### src/rtl/fbpa_pkg.sv
`timescale 1ns / 1ps

package fbpa_pkg;

  localparam int BLOCKS = 64;
  localparam int IDX_W = $clog2(BLOCKS);
  localparam int CNT_W = $clog2(BLOCKS + 1);
  localparam int LINK_W = $clog2(BLOCKS + 2);

  // Link codes beyond the valid block indexes.
  localparam logic [LINK_W-1:0] LINK_TAKEN = LINK_W'(BLOCKS);
  localparam logic [LINK_W-1:0] LINK_NONE = LINK_W'(BLOCKS + 1);

  localparam logic KIND_GET = 1'b0;
  localparam logic KIND_PUT = 1'b1;

  localparam logic [1:0] STAT_OK = 2'd0;
  localparam logic [1:0] STAT_MARGIN = 2'd1;
  localparam logic [1:0] STAT_FULL = 2'd2;

  typedef struct packed {
    logic              en;
    logic [IDX_W-1:0]  addr;
    logic [LINK_W-1:0] data;
  } mem_wr_t;

  // Link held by an entry that has not been written since reset.
  function automatic logic [LINK_W-1:0] reset_link(input logic [IDX_W-1:0] addr);
    logic [LINK_W-1:0] res;
    if (addr == IDX_W'(BLOCKS - 1)) begin
      res = LINK_NONE;
    end else begin
      res = LINK_W'(addr) + LINK_W'(1);
    end
    return res;
  endfunction

endpackage

### src/rtl/fixed_block_pool_allocator_core.sv
`timescale 1ns / 1ps

// Fixed-block pool allocator with a linked free list in a link memory.
// Request channel (req_valid/req_ready): kind selects get or put, margin is
// the number of blocks a get must leave free, block_index names the block
// returned by a put. Every request yields exactly one response transaction
// on the rsp_valid/rsp_ready channel with granted, block_out, status, the
// free count after the request and the low-water mark since reset.
// A request runs in order: the head's link is read from the synchronous
// link memory, then the list is updated and the response register loaded,
// which makes the response valid. No new request is taken until that
// register has been loaded, as req_ready stays low until then.
// A response waiting in the output register does not block the next
// request; only when the receiver stalls and a second result is ready
// does the block hold that result and keep req_ready low.
// Reset is immediate: all blocks are free and linked in ascending order,
// the head is block 0, and no link memory sweep is needed.
module fixed_block_pool_allocator_core import fbpa_pkg::*; (
  input  logic             clk,
  input  logic             rst,
  input  logic             req_valid,
  output logic             req_ready,
  input  logic             kind,
  input  logic [6:0]       margin,
  input  logic [5:0]       block_index,
  output logic             rsp_valid,
  input  logic             rsp_ready,
  output logic             granted,
  output logic [5:0]       block_out,
  output logic [1:0]       status,
  output logic [6:0]       free_now,
  output logic [6:0]       min_free
);

  localparam logic ST_IDLE = 1'b0;
  localparam logic ST_EXEC = 1'b1;

  logic              state;
  logic              req_kind;
  logic [6:0]        req_margin;
  logic [IDX_W-1:0]  req_blk;
  logic [IDX_W-1:0]  free_head;
  logic [CNT_W-1:0]  free_count;
  logic [CNT_W-1:0]  low_water;

  logic              accept;
  logic              fire;
  logic [LINK_W-1:0] rd_link;
  mem_wr_t           mem_wr;

  logic              grant;
  logic [1:0]        stat;
  logic [IDX_W-1:0]  blk_res;
  logic [IDX_W-1:0]  free_head_next;
  logic [CNT_W-1:0]  free_count_next;
  logic [CNT_W-1:0]  low_water_next;

  assign req_ready = (state == ST_IDLE);
  assign accept = req_valid && req_ready;
  assign fire = (state == ST_EXEC) && (!rsp_valid || rsp_ready);

  fbpa_link_mem u_link_mem (
    .clk     (clk),
    .rst     (rst),
    .wr      (mem_wr),
    .rd_en   (accept),
    .rd_addr (free_head),
    .rd_link (rd_link)
  );

  always_comb begin
    grant = 1'b0;
    stat = STAT_OK;
    blk_res = '0;
    free_head_next = free_head;
    free_count_next = free_count;
    low_water_next = low_water;
    mem_wr = '0;
    if (req_kind == KIND_GET) begin
      if (7'(free_count) > req_margin) begin
        grant = 1'b1;
        blk_res = free_head;
        free_count_next = free_count - CNT_W'(1);
        if (free_count_next < low_water) begin
          low_water_next = free_count_next;
        end
        // A link that is not a block index leaves the head at block 0.
        free_head_next = (rd_link < LINK_W'(BLOCKS)) ? rd_link[IDX_W-1:0] : '0;
        mem_wr.en = fire;
        mem_wr.addr = free_head;
        mem_wr.data = LINK_TAKEN;
      end else begin
        stat = STAT_MARGIN;
      end
    end else begin
      if (free_count < CNT_W'(BLOCKS)) begin
        grant = 1'b1;
        free_head_next = req_blk;
        free_count_next = free_count + CNT_W'(1);
        mem_wr.en = fire;
        mem_wr.addr = req_blk;
        mem_wr.data = (free_count == '0) ? LINK_NONE : LINK_W'(free_head);
      end else begin
        stat = STAT_FULL;
      end
    end
  end

  always_ff @(posedge clk) begin
    if (accept) begin
      req_kind <= kind;
      req_margin <= margin;
      req_blk <= block_index;
    end
    if (fire) begin
      granted <= grant;
      block_out <= blk_res;
      status <= stat;
      free_now <= 7'(free_count_next);
      min_free <= 7'(low_water_next);
    end
  end

  always_ff @(posedge clk) begin
    if (rst) begin
      state <= ST_IDLE;
      rsp_valid <= 1'b0;
      free_head <= '0;
      free_count <= CNT_W'(BLOCKS);
      low_water <= CNT_W'(BLOCKS);
    end else begin
      case (state)
        ST_IDLE: begin
          if (accept) begin
            state <= ST_EXEC;
          end
        end
        ST_EXEC: begin
          if (fire) begin
            state <= ST_IDLE;
          end
        end
        default: begin
          state <= ST_IDLE;
        end
      endcase
      if (fire) begin
        rsp_valid <= 1'b1;
        free_head <= free_head_next;
        free_count <= free_count_next;
        low_water <= low_water_next;
      end else if (rsp_ready) begin
        rsp_valid <= 1'b0;
      end
    end
  end

  a_count_bound: assert property (@(posedge clk) disable iff (rst)
    (free_count <= CNT_W'(BLOCKS)) && (low_water <= free_count))
    else $error("free count or low-water mark out of range");

  a_grant_status: assert property (@(posedge clk) disable iff (rst)
    rsp_valid |-> (granted == (status == STAT_OK)))
    else $error("granted flag disagrees with status");

  a_count_step: assert property (@(posedge clk) disable iff (rst)
    (fire && grant) |=> (free_count != $past(free_count)))
    else $error("granted transaction did not change the free count");

  a_head_stable: assert property (@(posedge clk) disable iff (rst)
    (state == ST_EXEC) && !fire |=> $stable(free_head) && (state == ST_EXEC))
    else $error("list head moved while the response was stalled");

endmodule

### src/rtl/fbpa_link_mem.sv
`timescale 1ns / 1ps

module fbpa_link_mem import fbpa_pkg::*; (
  input  logic              clk,
  input  logic              rst,
  input  mem_wr_t           wr,
  input  logic              rd_en,
  input  logic [IDX_W-1:0]  rd_addr,
  output logic [LINK_W-1:0] rd_link
);

  logic [LINK_W-1:0] mem [BLOCKS];
  logic [BLOCKS-1:0] written;
  logic [LINK_W-1:0] rd_data;
  logic              rd_written;
  logic [IDX_W-1:0]  rd_addr_q;

  always_ff @(posedge clk) begin
    if (wr.en) begin
      mem[wr.addr] <= wr.data;
    end
  end

  always_ff @(posedge clk) begin
    if (rd_en) begin
      rd_data <= mem[rd_addr];
      rd_addr_q <= rd_addr;
    end
  end

  // One flag per entry tells a written link from its power-up value.
  always_ff @(posedge clk) begin
    if (rst) begin
      written <= '0;
      rd_written <= 1'b0;
    end else begin
      if (wr.en) begin
        written[wr.addr] <= 1'b1;
      end
      if (rd_en) begin
        rd_written <= written[rd_addr];
      end
    end
  end

  assign rd_link = rd_written ? rd_data : reset_link(rd_addr_q);

  a_no_collision: assert property (@(posedge clk) disable iff (rst)
    rd_en |-> !(wr.en && (wr.addr == rd_addr)))
    else $error("link memory read and write hit the same entry");

  a_written_sticks: assert property (@(posedge clk) disable iff (rst)
    wr.en |=> written[$past(wr.addr)])
    else $error("written flag not set after a write");

  a_read_flag: assert property (@(posedge clk) disable iff (rst)
    (rd_en && written[rd_addr] && !wr.en) |=> rd_written)
    else $error("read lost the written flag");

endmodule
### config.mk
export PLATFORM = sky130hd
export DESIGN_NAME = fixed_block_pool_allocator_core
export DESIGN_NICKNAME = d
export VERILOG_FILES = /design/src/rtl/fbpa_pkg.sv /design/src/rtl/fixed_block_pool_allocator_core.sv /design/src/rtl/fbpa_link_mem.sv
export SDC_FILE = /design/constraint.sdc
export NUM_CORES = 1
export LEC_CHECK = 0
export BUFFER_PORTS_ARGS = -buffer_cell sky130_fd_sc_hd__buf_2
export CELL_PAD_IN_SITES_DETAIL_PLACEMENT = 1
export CELL_PAD_IN_SITES_GLOBAL_PLACEMENT = 2
export CORE_MARGIN = 3
export CORE_UTILIZATION = 43
export DETAILED_ROUTE_END_ITERATION = 10
export PLACE_DENSITY_LB_ADDON = 0.25
export SLEW_MARGIN = 10
export SYNTH_ARGS = -nofsm -noshare
export SYNTH_HDL_FRONTEND = slang
export SYNTH_SLANG_ARGS = --single-unit
### constraint.sdc
create_clock -name clk -period 3.7 [get_ports clk]
set_input_delay 0.74 -clock clk [delete_from_list [all_inputs] [get_ports clk]]
set_output_delay 0.74 -clock clk [all_outputs]
set_load 0.05 [all_outputs]
=== Word-level counts from Yosys, hierarchy flattened ===
Memory sizes are Yosys's and may differ from the RTL's. A register that Yosys moved wholly into a read port is not among the register bits.
Index checks and enable logic that the tools add are counted.

* Logic and storage cells: 75
* Output and inout port bits: 25
* Bits of input ports: 18
* Register bits: 130
* Memories: 1
* Memory bits (writable): 448

* Reductions and logical operators: 10
* Magnitude comparators: 7
* Bitwise logic cells: 3
* Equal/unequal tests: 2
* Add/sub/neg operators: 3
* Mux-type cells: 33

{| class="wikitable"
|+ Memory list
! memory !! words !! width !! rd ports !! clocked after Yosys merged registers in !! wr ports !! line !! source
|-
| u_link_mem.mem || 64 || 7 || 1 || 1 || 1 || fbpa_link_mem.sv:12 || <nowiki>logic [LINK_W-1:0] mem [BLOCKS];</nowiki>
|}

{| class="wikitable"
|+ Operators with widths
! kind !! count
|-
| $or 64x64->64 || 1
|-
| $mux 7 || 9
|-
| $mux 14 || 3
|-
| $mux 6 || 4
|-
| $lt 6x7->1 const B || 2
|-
| $lt 7x7->1 const B || 2
|-
| $mux 1 || 12
|-
| $add 6x1->7 const B || 1
|-
| $add 7x1->7 const B || 1
|-
| $gt 7x7->1 || 1
|-
| $logic_not 7->1 || 1
|-
| $lt 7x7->1 || 1
|-
| $sub 7x1->7 const B || 1
|-
| $bmux 1 s6 || 1
|-
| $demux 1 s6 || 1
|-
| $eq 6x6->1 const B || 1
|-
| $ge 6x1->1 const B || 1
|-
| $mux 2 || 2
|-
| $reduce_bool 2->1 || 2
|-
| $logic_and 1x1->1 || 3
|-
| $reduce_and 3->1 || 1
|-
| $ne 2x1->1 const B || 1
|-
| $not 1->1 || 2
|-
| $pmux 1 s2 || 1
|-
| other kinds (3) || 3
|}

=== Depth between registers and ports, before layout ===
Gate-level depths: netlist of run 1.

* Word-level depth: 10
* Mapped depth: 13
* Gate-level depth less buffers: 11

=== Hierarchy ===
From an unflattened synthesis of run 1, not the netlist that was laid out.

* Cell total of the unflattened synthesis: 1325
* Area total of the unflattened synthesis: 23428.7 um2

{| class="wikitable"
|+ Modules (own cells, without submodules)
! module !! cells an instance !! area an instance (um2) !! instances
|-
| fbpa_link_mem || 1040 || 20333.3 || 1
|-
| fixed_block_pool_allocator_core || 285 || 3095.5 || 1
|}

=== Worst setup path before layout of run 1 ===
OpenSTA, ideal clock, no wires.

* Path type: register to register
* Start: register free_count[6]
* End: memory u_link_mem.mem[0][6] (netlist name), data pin
* Library setup time: 0.702 ns
* Period minus slack after synthesis: 4.126 ns
* Setup slack: -0.426 ns
* Arrival time: 3.425 ns
* Stages on the path, launching flop included: 5
* Buffers on the path: 2
* Required time: 2.998 ns
* Cell sequence: dfxtp_1 clkbuf_1 nand2b_1 clkbuf_1 o21ai_0

{| class="wikitable"
|+ RTL lines
! element !! line !! source
|-
| start, declared || fixed_block_pool_allocator_core.sv:43 || <nowiki>logic [CNT_W-1:0] free_count;</nowiki>
|-
| start signal, assigned || fixed_block_pool_allocator_core.sv:129 || <nowiki>free_count <= CNT_W'(BLOCKS);</nowiki>
|-
| start signal, assigned || fixed_block_pool_allocator_core.sv:150 || <nowiki>free_count <= free_count_next;</nowiki>
|-
| end, declared || fbpa_link_mem.sv:12 ||
|}

=== Worst setup path after layout of run 1 ===
* Start: register free_count[5]
* End: memory u_link_mem.mem[15][6] (netlist name) (enable)

* Cells in the longest elaborated chain, start to end: 5
* Elaborated cells between the ends (all ways): 7

{| class="wikitable"
|+ RTL lines
! element !! line !! source
|-
| $gt 7x7->1 or $lt 7x7->1 (tied branches) || fixed_block_pool_allocator_core.sv:80, fixed_block_pool_allocator_core.sv:96 ||
|-
| $mux 14 (on tied branches) || fixed_block_pool_allocator_core.sv:80, fixed_block_pool_allocator_core.sv:96 ||
|-
| $mux 14 (*) || fixed_block_pool_allocator_core.sv:79 || <nowiki>if (req_kind == KIND_GET) begin</nowiki>
|-
| $mux 1 || fbpa_link_mem.sv:19 || <nowiki>if (wr.en) begin</nowiki>
|-
| $mux 1 (implied by the code) || fbpa_link_mem.sv:20 || <nowiki>mem[wr.addr] <= wr.data;</nowiki>
|}

Every way passes the cells marked *; elsewhere a longest branch is shown, timed or not.

==> impl_metrics.ini, run 1 <==
[run_status]
status = finished, final reports clean

[place]
place_area_um2 = 25700
io_buffers = 42
dp_hpwl_um = 42300
gp_congestion = 0.816

[worst_hold_path]
hold_path_class = primary input to flip-flop
min_to = req_blk[4]
whs_path_depth = 1
hp-start = block_index[4]

[sta]
finalCriticalPeriod_ps = 3330
final-hold-violation-count = 0
tightest_slew_ps = 1030
slew_headroom_pct = 31.3
finalSetupTns_ps = 0
clock.fmax_ghz = 0.300
post-route-period-util_pct = 90.0
setup_viol = 0
skew_ps = 17.2
slew_violations = 0
rsz0062_at_grt = false

[synth]
synth-async-reset-ratio_pct = 0
synthAdderAreaFrac_pct = 0.891
synth_seq_cells = 585
syn_nets = 1447
synth_xor_area_share_pct = 0.550
synthSimpleGateAreaFrac_pct = 5.67
synth_top_family_by_area = multiplexers
yosysTopAreaCell = edfxtp_1
synthMuxAreaShare_pct = 14.9
synth_edf_count = 498
synthFlopType = edfxtp_1
yosys_warnings = 0
synth_area_um2 = 23900
synth-compound-area-share_pct = 5.82
synthTopCellsByArea = edfxtp_1 63%, mux4_2 15%, dfxtp_1 7.3%
syn_area_per_cell_um2 = 16.9
ys_types = 58
yosysTopAreaCellShare_pct = 62.6
synth_cells = 1412
ys_seq_area_share_pct = 69.9

[floorplanning]
initial_utilization_pct = 43.9
rows = 85
coreArea_um2 = 54300
ios = 43
design.die.area_um2 = 58400
die_w_um = 242
die_height_um = 242

[detailed_routing]
top_layer_used = met4
drt-wirelength-per-cell_um = 27.3
via_per_inst = 5.82
drt_iter0_drc = 1196
ant_nets = 0
first_pass_iters = 5
met3_wirelength_um = 3860
drc_errors = 0
wl_met1_um = 27900
vias = 13563
wl_met2_um = 30500
totalWireLength_um = 63600

[cts]
post_cts_buffers = 0
cts_tree = built
h-tree-depth = 2
clk_latency_ps = 630
root_buffer = clkbuf_16
clkTransAtPathRegs_ps = 60
cts_resized = 0
cts_buffers = 61
cts.hold.buffers_added = 0
clock_path_buffers = 3
cts.sinks = 585

[critical_path]
startpoint_type = flip-flop
worst_r2r_path_depth = 8
rr_endpoint = u_link_mem.mem[15][6]
r2r_slack_ps = 370
startpoint = free_count[5]
crit_arrival_ps = 3670
crit_chain = ha_1 > nand4_1 > a21oi_1 > o211ai_1 > a21oi_2 > nand2_1 > nor2_1 > buf_4
setup.worst_path.end_class = flip-flop
critPathMaxFanout = 9
crit_type = flip-flop to flip-flop
slowest_stage = a21oi_2
r2r-start = free_count[5]
crit_required_ps = 4040
cpPeakStageDelay_ps = 510

[global_routing]
grt_max_degree = 65
antenna_found_initial = 3
grt.total_usage_pct = 21.9
grt_pass1_wl_um = 96200
overflow = 0
grt_pass1_vias = 14242

[finish]
final_cell_mix = 498 x edfxtp_1, 154 x nor2_1, 154 x mux4_2, 106 x buf_4, 84 x dfxtp_1
drive_gt1_share_pct = 27.2
antenna_cells = 0
synthToLayoutAreaGrowth_pct = 16.1
n_fill_cell = 5063
mostFrequentLayoutCell = edfxtp_1
nets = 1573
final_area_um2 = 27700

[pwr]
power_density_nw_per_um2 = 513
power_w = 0.0142
ir_drop_v = 0.000375
total_leakage_power_nw = 8.03

[job]
maxCapViolCount = 0
## kinds of logic (layout without fill, tap and decap cells)
kind of cell,Yosys count,after routing
flops,585,585
simple gates,308,308
compound gates,200,200
mux,162,162
buf+inv,125,304
fa+ha+maj,17,17
xor+xnor,15,15
## worst max-delay path, delay by kind of cell, from the launching register on
kind,cells,cell delay (ps)
compound gates,3,1230
simple gates,3,870
flops,1,410
fa+ha+maj,1,340
buf+inv,1,190
## power breakdown
part           switching [W]  leakage, nW  total [W]  internal [W]
Sequential         0.0000648         4.56    0.00723       0.00717
Combinational       0.000512         2.47   0.000781      0.000269
Clock                0.00256         1.00    0.00621       0.00365
Total                0.00314         8.03     0.0142        0.0111
## cell type report
cell class	instances	area (µm²)	area share, %
inverter	28	105	0.379
multi-input combinational	702	6700	24.1
timing repair buffer	160	1250	4.49
clock inverter	39	407	1.47
clock buffer	77	1650	5.94
tap	739	925	3.33
sequential	585	16700	60.2
## worst max path at each step
stage | endpoint | slack (ps) | cells past startpoint
finish | u_link_mem.mem[15][6] | 370 | 8
global route | u_link_mem.mem[36][6] | 140 | 7
CTS | u_link_mem.mem[36][6] | 420 | 9
detailed placement | u_link_mem.mem[36][1] | 410 | 9
global placement | u_link_mem.mem[32][3] | 490 | 9
floorplan | u_link_mem.mem[0][0] | 240 | 6
## through the flow
step	util (%)	cells	hold slack (ps)	worst slack (ps)
2_1_floorplan	-	1412	403	235
4_1_cts	51.0	2330	264	420
6_report	51.0	2330	295	369
5_1_grt	51.0	2330	262	141
3_5_place_dp	47.2	2214	451	406
3_3_place_gp	47.2	2214	442	486
## flip-flops by register name, summed over array words and instances (netlist names)
name / cells
status: 2
req_kind: 1
u_link_mem.rd_data: 7
req_margin: 7
free_head: 6
rsp_valid: 1
u_link_mem.rd_addr_q: 6
granted: 1
block_out: 6
state: 1
min_free: 7
req_blk: 6
u_link_mem.written: 64
low_water: 7
u_link_mem.rd_written: 1
u_link_mem.mem: 448
free_now: 7
free_count: 7
## Yosys cell counts, drive strengths merged (4+ instances only)
cell type  instances
edfxtp           498
mux4             154
nor2             154
dfxtp             87
nand2             64
clkbuf            54
a31oi             47
buf               43
a21oi             36
inv               28
o21ai             22
a41oi             19
nand3             18
ha                17
a211oi            16
nor2b             14
and3              12
and2              11
nor3              10
xnor2              9
a22oi              8
mux2i              7
nand2b             6
o21a               6
o22ai              6
xor2               6
nand3b             5
nand4              5
or3                5
a221oi             4
o32ai              4
## routing by layer
layer  global-route usage, %  up-vias
met2                    35.0      435
met3                    4.14       92
li1                        -     5865
met1                    31.5     7171
met4                    5.30        0
met5                       0        -
(Power assumes the default switching activity.)
==> inputs of run 2 (changes only) <==
Settings changed: CELL_PAD_IN_SITES_DETAIL_PLACEMENT 1 to 2, RECOVER_POWER from default to 25.
==> run 2 against run 1 <==
Compared with the run above: the flow now finishes with violations (capacitance limit, slew limit); clock power shrank 2%; die area unchanged; count of clock-buffer cells in the layout fell by 7; first-iteration DRC count increased by 11%; critical path depth is 2 higher.
==> impl_metrics.ini, run 2 (synthesis gave the netlist of run 1 again) <==
[sta]
setup_viol = 0
fin_ws_ps = 254
tightest_slew_ps = 1750
post-route-period-util_pct = 93.1
slew_headroom_pct = -16.9
holdWs_ps = 293
clock.fmax_ghz = 0.290
skew_ps = 20.7
rsz0062_at_grt = false
finalSetupTns_ps = 0
final-hold-violation-count = 0
finalCriticalPeriod_ps = 3450
slew_violations = 98

[cts]
clock_path_buffers = 3
clk_latency_ps = 630
cts.sinks = 585
cts.hold.buffers_added = 0
cts_buffers = 60
clkTransAtPathRegs_ps = 70
cts_tree = built
root_buffer = clkbuf_16
h-tree-depth = 2

[finish]
largest_register_ffs = 448
final_cell_mix = 498 x edfxtp_1, 154 x mux4_2, 151 x nor2_1, 97 x buf_4, 84 x dfxtp_1
mostFrequentLayoutCell = edfxtp_1
synthToLayoutAreaGrowth_pct = 15.4
drive_gt1_share_pct = 24.2
n_fill_cell = 4877
reg_top3 = u_link_mem.mem x448, u_link_mem.written x64
finish.utilization_pct = 50.7
regMostFlops = u_link_mem.mem
nets = 1572

[global_routing]
grt.total_usage_pct = 25.2
grt_pass1_vias = 15437
grt_pass1_wl_um = 109000
grt_max_degree = 65
overflow = 0
antenna_found_initial = 2

[floorplanning]
die_height_um = 242
initial_utilization_pct = 43.9
ios = 43
die_w_um = 242
design.die.area_um2 = 58400
rows = 85
coreArea_um2 = 54300

[critical_path]
setup.worst_path.end_class = flip-flop
crit_required_ps = 4020
crit_type = flip-flop to flip-flop
crit_arrival_ps = 3770
startpoint_type = flip-flop
critPathMaxFanout = 8

[pwr]
power_w = 0.0141
total_leakage_power_nw = 7.86
p_sw_share_pct = 22.6
ir_drop_v = 0.000365
p_clk_share_pct = 43.2
p_sw_w = 0.00319
p_int_w = 0.0109
combinationalPowerShare_pct = 5.6
seqPwrFrac_pct = 51.2
power_density_nw_per_um2 = 513

[detailed_routing]
top_layer_used = met4
met3_wirelength_um = 4680
ant_nets = 0
drc_errors = 0
wl_met2_um = 36200
totalWireLength_um = 72900
drt_iter0_drc = 1332
wl_met1_um = 29900
vias = 14085
drt-wirelength-per-cell_um = 31.4
first_pass_iters = 5
via_per_inst = 6.06

[place]
pre_cts_slack_ps = 355
io_buffers = 42
gp_congestion = 0.816
dp_hpwl_um = 48000

[run_status]
status = complete, but fails checks
violations = capacitance limit, slew limit

[worst_hold_path]
hold_path_class = primary input to flip-flop

[job]
maxCapViolCount = 2
==> run 2: cell count changes in the layout (fill, tap and decap cells not counted), moves of 3 or more <==
cell | previous run | this run
clkinvlp_4 | 3 | 0
clkbuf_1 | 11 | 51
clkbuf_8 | 4 | 0
buf_2 | 42 | 9
and2_2 | 5 | 2
nor2_1 | 154 | 151
nor2_2 | 0 | 3
buf_4 | 106 | 97
==> run 2: worst paths after layout <==
check                                       startpoint                      to  slack [ps]  depth (start not counted)
worst min-delay path                    block_index[2]              req_blk[2]         290                          1
worst min register to register  u_link_mem.written[30]  u_link_mem.written[30]         470                          2
worst max-delay path                     free_count[1]   u_link_mem.mem[60][4]         250                         10
worst max register to register           free_count[1]   u_link_mem.mem[60][4]         250                         10
==> run 2: layout make-up <==
type / count / area, µm² / area share [%]
Antenna cell: 1 / 2.50 / 0.00908
Multi-Input combinational cell: 702 / 6700 / 24.3
Clock buffer: 70 / 1540 / 5.59
Tap cell: 739 / 925 / 3.36
Clock inverter: 39 / 415 / 1.51
Inverter: 28 / 105 / 0.381
Timing Repair Buffer: 160 / 1160 / 4.21
Sequential cell: 585 / 16700 / 60.6
==> run 2: through the flow <==
stage / area, µm² / std cells
finish: 27600 / 2324
global route: 27600 / 2323
CTS: 27600 / 2323
detailed placement: 25700 / 2214
global placement: 25700 / 2214
floorplan: 23900 / 1412
==> run 2: metal layers <==
| layer | global-route usage, % | vias up |
|---|---|---|
| met2 | 42.0 | 543 |
| met5 | 0 | - |
| met4 | 7.94 | 0 |
| met3 | 4.76 | 123 |
| met1 | 33.8 | 7547 |
| li1 | - | 5872 |
==> run 2: worst max-delay path, cell delays in order (launching register included) <==
cell and delay [ps]:
dfxtp_1 350, ha_1 310, nor2b_1 150, o21ai_0 90, a21oi_1 430, o21bai_1 380
o21ai_2 410, buf_4 250, nand3_1 180, nor2_1 300, buf_4 260
==> run 2: timing repair <==
action	in CTS	in global routing
endpoints found under the hold margin	0	0
setup buffers	0	0
setup endpoints to repair	0	43
gates resized for setup	0	4
==> run 2: power groups by stage <==
stage | logic [W] | registers, W | clock network (W)
after floorplan | 0.000475 | 0.00740 | 0
after global placement | 0.000774 | 0.00737 | 0
after detailed placement | 0.000803 | 0.00737 | 0
after CTS | 0.000810 | 0.00723 | 0.00622
after global routing | 0.000857 | 0.00724 | 0.00649
final | 0.000799 | 0.00724 | 0.00611
